===== config.mk =====
export PLATFORM = sky130hd
export DESIGN_NAME = dbmrt_front
export DESIGN_NICKNAME = d
export VERILOG_FILES = /design/src/hdl/dbmrt_pkg.sv /design/src/hdl/dbmrt_front.sv
export SDC_FILE = /design/constraint.sdc
export NUM_CORES = 2
export LEC_CHECK = 0
export ABC_CLOCK_PERIOD_IN_PS = 7300
export BUFFER_PORTS_ARGS = -buffer_cell sky130_fd_sc_hd__clkbuf_2
export CAP_MARGIN = 40
export CORE_AREA = 4 4 385 349
export DETAILED_ROUTE_END_ITERATION = 6
export DIE_AREA = 0 0 389 353
export GPL_ROUTABILITY_DRIVEN = 0
export GPL_TIMING_DRIVEN = 0
export PLACE_DENSITY = 0.68
export SLEW_MARGIN = 30
export SYNTH_ARGS = -nofsm -noshare
export SYNTH_HDL_FRONTEND = slang
export SYNTH_SLANG_ARGS = --single-unit

===== constraint.sdc =====
create_clock -name clk -period 7.3 [get_ports clk]
set_clock_uncertainty 0.15 [all_clocks]
set_input_delay 0.365 -clock clk [delete_from_list [all_inputs] [get_ports clk]]
set_output_delay 0.365 -clock clk [all_outputs]
set_load 0.02 [all_outputs]

===== src/hdl/dbmrt_pkg.sv =====
`default_nettype none

package dbmrt_pkg;

  localparam int DescWords  = 4;
  localparam int WordBits   = 64;
  localparam int DescBits   = DescWords * WordBits;
  localparam int DistW      = 9;
  localparam int LvlW       = 3;
  localparam int IdxW       = 12;
  localparam int RadW       = 15;
  localparam int OffW       = 16;

  localparam int QDepth     = 8;
  localparam int QPtrW      = $clog2(QDepth);
  localparam int QCntW      = QPtrW + 1;

  localparam logic [DistW-1:0] MaxHammingReset = DistW'(100);

  localparam logic KindHeader    = 1'b0;
  localparam logic KindCandidate = 1'b1;

  // register byte addresses (index 4*i)
  localparam logic [2:0] AddrMaxHamming = 3'd0;

  // Classified header or candidate passed from the front end to the tracker.
  typedef struct packed {
    logic             kind;
    logic             pass;   // candidate, in range and not used
    logic [DistW-1:0] ham;
    logic [LvlW-1:0]  lvl;
    logic [IdxW-1:0]  idx;
    logic             last;
  } item_t;

  function automatic logic [3:0] pop8(input logic [7:0] v);
    logic [3:0] n;
    n = 4'd0;
    for (int i = 0; i < 8; i++) begin
      n = n + 4'(v[i]);
    end
    return n;
  endfunction

endpackage

`default_nettype wire


===== src/hdl/dbmrt_front.sv =====
`default_nettype none

module dbmrt_front (
  input  wire logic                              clk,
  input  wire logic                              rst_n,
  input  wire logic                              in_tvalid,
  output logic                                   in_tready,
  input  wire logic                              kind,
  input  wire logic [dbmrt_pkg::DescBits-1:0]    desc,
  input  wire logic [dbmrt_pkg::RadW-1:0]        radius,
  input  wire logic [dbmrt_pkg::OffW-1:0]        offset_x,
  input  wire logic [dbmrt_pkg::OffW-1:0]        offset_y,
  input  wire logic [dbmrt_pkg::LvlW-1:0]        level,
  input  wire logic [dbmrt_pkg::IdxW-1:0]        feature_index,
  input  wire logic                              already_used,
  input  wire logic                              last,
  input  wire logic [dbmrt_pkg::QCntW-1:0]       q_count,
  output logic                                   push,
  output dbmrt_pkg::item_t                       push_item
);

  localparam int NBytes = dbmrt_pkg::DescBits / 8;
  localparam int BytesPerWord = dbmrt_pkg::WordBits / 8;
  localparam int WCntW = $clog2(dbmrt_pkg::WordBits + 1);
  localparam int OccW = dbmrt_pkg::QCntW + 1;

  typedef struct packed {
    logic                      kind;
    logic                      used;
    logic                      last;
    logic [dbmrt_pkg::LvlW-1:0] lvl;
    logic [dbmrt_pkg::IdxW-1:0] idx;
  } ctl_t;

  logic                               accept;
  logic [OccW-1:0]                    occ;

  logic [dbmrt_pkg::DescBits-1:0]     query_r;
  logic [dbmrt_pkg::RadW-1:0]         radius_r;

  logic                               a_vld_r, b_vld_r, c_vld_r, d_vld_r;
  ctl_t                               a_ctl_r, b_ctl_r, c_ctl_r;
  logic [dbmrt_pkg::DescBits-1:0]     a_xor_r;
  logic [dbmrt_pkg::OffW-1:0]         a_ax_r, a_ay_r;
  logic [dbmrt_pkg::RadW-1:0]         a_rad_r;
  logic [NBytes-1:0][3:0]             b_bytes_r;
  logic [31:0]                        b_x2_r, b_y2_r;
  logic [29:0]                        b_r2_r;
  logic [dbmrt_pkg::DescWords-1:0][WCntW-1:0] c_words_r;
  logic                               c_inr_r;
  dbmrt_pkg::item_t                   d_item_r;

  logic [dbmrt_pkg::OffW-1:0]         ax, ay;
  logic [NBytes-1:0][3:0]             bytes_nxt;
  logic [dbmrt_pkg::DescWords-1:0][WCntW-1:0] words_nxt;
  logic [32:0]                        d2;
  logic [dbmrt_pkg::DistW-1:0]        ham_nxt;

  // credit: every item in flight has a queue slot reserved
  assign occ = OccW'(q_count) + OccW'(a_vld_r) + OccW'(b_vld_r)
             + OccW'(c_vld_r) + OccW'(d_vld_r);
  assign in_tready = (occ < OccW'(dbmrt_pkg::QDepth));
  assign accept = in_tvalid && in_tready;

  assign ax = offset_x[dbmrt_pkg::OffW-1] ? (~offset_x + dbmrt_pkg::OffW'(1)) : offset_x;
  assign ay = offset_y[dbmrt_pkg::OffW-1] ? (~offset_y + dbmrt_pkg::OffW'(1)) : offset_y;

  always_comb begin
    for (int i = 0; i < NBytes; i++) begin
      bytes_nxt[i] = dbmrt_pkg::pop8(a_xor_r[i*8 +: 8]);
    end
  end

  always_comb begin
    for (int w = 0; w < dbmrt_pkg::DescWords; w++) begin
      words_nxt[w] = '0;
      for (int j = 0; j < BytesPerWord; j++) begin
        words_nxt[w] = words_nxt[w] + WCntW'(b_bytes_r[w*BytesPerWord + j]);
      end
    end
  end

  assign d2 = 33'(b_x2_r) + 33'(b_y2_r);

  always_comb begin
    ham_nxt = '0;
    for (int w = 0; w < dbmrt_pkg::DescWords; w++) begin
      ham_nxt = ham_nxt + dbmrt_pkg::DistW'(c_words_r[w]);
    end
  end

  always_ff @(posedge clk) begin
    if (!rst_n) begin
      query_r  <= '0;
      radius_r <= '0;
      a_vld_r  <= 1'b0;
      b_vld_r  <= 1'b0;
      c_vld_r  <= 1'b0;
      d_vld_r  <= 1'b0;
    end else begin
      if (accept && kind == dbmrt_pkg::KindHeader) begin
        query_r  <= desc;
        radius_r <= radius;
      end
      a_vld_r <= accept;
      b_vld_r <= a_vld_r;
      c_vld_r <= b_vld_r;
      d_vld_r <= c_vld_r;
    end
  end

  // datapath: stage A xor/abs, B byte counts/squares, C word sums/range, D distance
  always_ff @(posedge clk) begin
    a_ctl_r   <= '{kind: kind, used: already_used, last: last,
                   lvl: level, idx: feature_index};
    a_xor_r   <= desc ^ query_r;
    a_ax_r    <= ax;
    a_ay_r    <= ay;
    a_rad_r   <= radius_r;

    b_ctl_r   <= a_ctl_r;
    b_bytes_r <= bytes_nxt;
    b_x2_r    <= 32'(a_ax_r) * 32'(a_ax_r);
    b_y2_r    <= 32'(a_ay_r) * 32'(a_ay_r);
    b_r2_r    <= 30'(a_rad_r) * 30'(a_rad_r);

    c_ctl_r   <= b_ctl_r;
    c_words_r <= words_nxt;
    c_inr_r   <= (d2 <= 33'(b_r2_r));

    d_item_r.kind <= c_ctl_r.kind;
    d_item_r.pass <= (c_ctl_r.kind == dbmrt_pkg::KindCandidate) && !c_ctl_r.used
                     && c_inr_r;
    d_item_r.ham  <= ham_nxt;
    d_item_r.lvl  <= c_ctl_r.lvl;
    d_item_r.idx  <= c_ctl_r.idx;
    d_item_r.last <= c_ctl_r.last;
  end

  assign push      = d_vld_r;
  assign push_item = d_item_r;

endmodule

`default_nettype wire


Word-level counts from Yosys, hierarchy flattened
Index checks and enable logic that the tools add are counted.
{"block": "totals", "register_bits": 910, "word_cells": 351, "in_bits": 328, "out_inout_bits": 29}
{"block": "op_classes", "add_sub_neg": 262, "muxes": 2, "magnitude_cmp": 2, "reduce_logical": 5, "mul": 3, "bitwise": 4}
{"operator": "adder 4 x 1 -> 4 bit", "n": 128}
{"operator": "bitwise XOR 256 bit", "n": 1}
{"operator": "adder 3 x 1 -> 4 bit", "n": 32}
{"operator": "adder 7 x 4 -> 7 bit", "n": 16}
{"operator": "adder 2 x 1 -> 3 bit", "n": 32}
{"operator": "adder 1 x 1 -> 2 bit", "n": 32}
{"operator": "multiplier 16 x 16 -> 32 bit", "n": 2}
{"operator": "adder 32 x 32 -> 33 bit", "n": 1}
{"operator": "<= comparator 33 x 30 -> 1 bit", "n": 1}
{"operator": "adder 16 x 1 -> 16 bit, second input constant", "n": 2}
{"operator": "NOT 16 bit", "n": 2}
{"operator": "multiplier 15 x 15 -> 30 bit", "n": 1}
{"operator": "two-way mux 15 bit", "n": 2}
{"operator": "adder 6 x 4 -> 7 bit", "n": 4}
{"operator": "adder 5 x 4 -> 6 bit", "n": 4}
{"operator": "adder 4 x 4 -> 5 bit", "n": 4}
{"operator": "adder 5 x 1 -> 5 bit", "n": 3}
{"operator": "adder 8 x 7 -> 9 bit", "n": 1}
{"operator": "adder 9 x 7 -> 9 bit", "n": 1}
{"operator": "adder 7 x 7 -> 8 bit", "n": 1}
{"operator": "adder 4 x 1 -> 5 bit", "n": 1}
{"operator": "< comparator 5 x 4 -> 1 bit, second input constant", "n": 1}
{"operator": "logical AND 1 bit", "n": 4}
{"operator": "logical NOT 1 bit", "n": 1}
{"operator": "NOT 1 bit", "n": 1}

Logic depth before layout (Yosys ltp)
{"block": "depth", "word_depth": 7, "ltp_mapped": 26}

Least setup slack after synthesis
OpenSTA, ideal clock, no wires.
{"block": "synth_timing", "path_kind": "flip-flop to flip-flop", "startpoint": "register a_ax_r[4] in the netlist's numbering", "endpoint": "register b_x2_r[27]", "path_slack_ns": 0.882, "path_stages_with_launch": 23, "required_ns": 7.078, "setup_time_ns": 0.072, "t_arrival_ns": 6.196, "cell_sequence": "dfxtp_1 > clkbuf_1 > clkbuf_1 > nand2_1 > fa_1 > inv_1 > fa_1 > fa_1 > fa_1 > fa_1 > inv_1 > fa_1 > inv_1 > ha_1 > a21o_1 > a21oi_1 > a21boi_0 > a311o_1 > a31oi_1 > o21a_1 > a21oi_1 > a211oi_1 > xnor2_1"}
{"block": "synth_between", "elab_chain_len": 1}
{"item": "from (decl)", "line_no": "dbmrt_front.sv:44", "rtl": "logic [dbmrt_pkg::OffW-1:0] a_ax_r, a_ay_r;"}
{"item": "from (signal assigned)", "line_no": "dbmrt_front.sv:117", "rtl": "a_ax_r <= ax;"}
{"item": "multiplier 16 x 16 -> 32 bit", "line_no": "dbmrt_front.sv:123", "rtl": "b_x2_r <= 32'(a_ax_r) * 32'(a_ax_r);"}
{"item": "to (signal assigned)", "line_no": "dbmrt_front.sv:123"}
{"item": "to (decl)", "line_no": "dbmrt_front.sv:47", "rtl": "logic [31:0] b_x2_r, b_y2_r;"}
No other way between the ends.
A chain may end at the register's enable or synchronous reset.

Worst setup path after layout
{"block": "layout_timing", "startpoint": "register a_ay_r[5] in the netlist's numbering", "endpoint": "register b_y2_r[26]"}
{"block": "layout_between", "elab_chain_len": 1}
{"item": "from (decl)", "line_no": "dbmrt_front.sv:44"}
{"item": "from (signal assigned)", "line_no": "dbmrt_front.sv:118", "rtl": "a_ay_r <= ay;"}
{"item": "multiplier 16 x 16 -> 32 bit", "line_no": "dbmrt_front.sv:124", "rtl": "b_y2_r <= 32'(a_ay_r) * 32'(a_ay_r);"}
{"item": "to (signal assigned)", "line_no": "dbmrt_front.sv:124"}
{"item": "to (decl)", "line_no": "dbmrt_front.sv:47"}
No other way between the ends.

==> impl_metrics.py <==
metrics = {
    "outcome": {
        "outcome": "finished clean",
    },
    "global_routing": {
        "grt_pass1_wl_um": 215000,
        "grt-ovfl-total": 0,
        "grt_use_met3_pct": 4.53,
        "met2_usage_pct": 32.5,
        "met1_usage_pct": 25.0,
        "grt_antenna_before_repair": 42,
        "grt_max_degree": 17,
        "top_usage_layer": "met2",
        "grt.total_usage_pct": 19.4,
        "grt_pass1_vias": 42000,
    },
    "die": {
        "initial_core_util_pct": 43.8,
        "die_w_um": 389,
        "coreArea_sq_um": 130000,
        "pin_count": 357,
        "core.rowCount": 126,
        "dieHeight_um": 353,
        "die_area_sq_um": 137000,
    },
    "timing": {
        "rsz0062_at_grt": "no",
        "period_needed_ps": 7010,
        "hold_slack_ps": 91.2,
        "max_freq_mhz": 143,
        "hold_viol_final": 0,
        "slew_viol_final": 0,
        "worst_pin_slew_ps": 855,
        "setup_viol": 0,
        "slew_headroom_pct": 42.6,
        "fin_crit_sh_pct": 96.0,
    },
    "placed_design": {
        "place_hpwl_um": 101000,
        "io_buffers": 355,
    },
    "clock_network": {
        "cts_buffers": 97,
        "clock_path_buffers": 3,
        "cts-root-buf": "clkbuf_16",
        "htree_levels": 3,
        "insertion_delay_ps": 720,
        "clkSinkCount": 907,
        "cts.clk_slew.worst_paths_ps": 60,
        "cts_tree": "built",
    },
    "synth": {
        "synthCells": 5720,
        "synth_edf_count": 0,
        "syn_avg_cell_area_sq_um": 9.99,
        "ys.flop_type": "dfxtp_1",
        "syn_area_sq_um": 57200,
        "yosysUniqueCellTypes": 68,
        "synthArstFlopShare_pct": 0,
        "synth.net_count": 7236,
        "ys_warn_count": 0,
        "ys_seq_area_share_pct": 31.8,
        "synth-seq-cells": 907,
    },
    "layout": {
        "final_common_cell": "inv_1",
        "syn_to_final_growth_pct": 19.3,
        "final_net_count": 8041,
        "drive_gt1_share_pct": 9.20,
        "final_cell_mix": "inv_1, dfxtp_1, nand2_1, fa_1, ha_1",
    },
    "setup_path": {
        "worstSetupEndpointType": "flip-flop",
        "start_kind": "flip-flop",
        "crit_required_ps": 7770,
        "worstPathMaxFanout": 10,
        "arrival_ps": 7470,
        "reg2reg_depth": 24,
        "critical_path_class": "flip-flop to flip-flop",
    },
    "routing": {
        "routed_wl_um": 130000,
        "drtAntennaViolNets": 0,
        "firstDrtPassIters": 5,
        "wl_per_cell_um": 15.6,
        "num_vias": 39200,
        "drc": 0,
        "drt_iter0_drc": 1651,
        "routed_via_density": 4.68,
    },
    "min_path": {
        "holdPathStages": 3,
        "hp-class": "input port to flip-flop",
    },
    "flow_run": {
        "max_cap_violations": 0,
    },
}
worst max-delay path, stage by stage, from the launching register on:
cell	delay (ps)
dfxtp_1	570
clkbuf_1	530
nand2_1	200
fa_1	540
inv_1	60
fa_1	500
inv_1	60
fa_1	520
inv_1	50
fa_1	390
fa_1	510
inv_1	40
fa_1	470
inv_1	50
ha_1	280
clkbuf_1	190
a21o_1	190
a21oi_1	180
o21ai_0	130
a21o_2	250
a31oi_4	220
o21bai_2	80
a21o_1	220
or4b_1	480
nand3_1	90
worst paths after layout:
path,from,end,slack [ps]
max,a_ay_r[5]$_DFF_P_,b_y2_r[26]$_DFF_P_,290
min,rst_n,query_r[188]$_SDFFE_PN0P_,90
max reg2reg,a_ay_r[5]$_DFF_P_,b_y2_r[26]$_DFF_P_,290
min reg2reg,c_ctl_r[7]$_DFF_P_,push_item[8]$_DFF_P_,170
logic make-up after synthesis:
kind of cell,synth area share (%)
compound gates,8.14
xor+xnor,6.97
fa+ha+maj,35.2
buf+inv,8.54
flops,31.8
mux,0.0766
simple gates,9.34
flip-flops by register name, indices dropped and copies added (netlist names), 15 cells and up:
name       count
b_bytes_r    128
a_ctl_r       18
a_rad_r       15
a_ax_r        16
c_words_r     28
radius_r      15
b_r2_r        29
b_y2_r        31
push_item     27
query_r      256
a_ay_r        16
c_ctl_r       18
b_ctl_r       18
a_xor_r      256
b_x2_r        31
per-layer routing:
metal	routed length, um	up-vias
met4	3750	14
li1	-	19100
met2	61800	894
met3	7980	231
met5	84	-
met1	56800	18900
repair_timing:
item,CTS,global route
buffers inserted,0,0
hold buffers,346,0
hold endpoints to repair,578,0
setup endpoints to repair,1,11
resized for setup,3,47
cell usage after synthesis, drive strengths merged (14+ instances only):
library cell,n,area (sq um)
inv,1130,4240
dfxtp,907,18200
nand2,798,3000
fa,698,14000
ha,490,6130
xor2,341,2990
a21boi,273,2050
clkbuf,142,537
and2,138,863
a21oi,134,671
xnor2,114,998
a21o,83,636
nor2,73,274
o21ai,60,300
nor2b,56,350
nand3,31,155
o21bai,24,188
nand2b,23,144
buf,20,103
a211oi,17,133
nand4,14,87.6
nor3,14,70.1
area by class of cell:
type                            instances  area [sq um]
Sequential cell                       907         18200
Antenna cell                           29          72.6
Fill cell                           11400         62200
Tap cell                             1728          2160
Buffer                                160           663
Inverter                             1130          4240
Clock inverter                         47           703
Timing Repair Buffer                  708          5330
Clock buffer                          134          2750
Multi-Input combinational cell       3521         34100
per-stage QoR:
stage	util [%]	setup TNS, ps	instances	instance area [sq um]	setup WS (ps)
global placement	46.9	0	7803	61100	17.8
detailed placement	46.9	-22.6	7809	61200	-22.6
finish	52.3	0	8364	68200	292
CTS	52.2	0	8336	68100	7.68
global route	52.3	0	8353	68200	0.160
floorplan	-	0	5720	57200	882
Power is left out: the tool's default activity adds up to more than one toggle a clock period on the data nets, which glitch-free logic cannot reach.
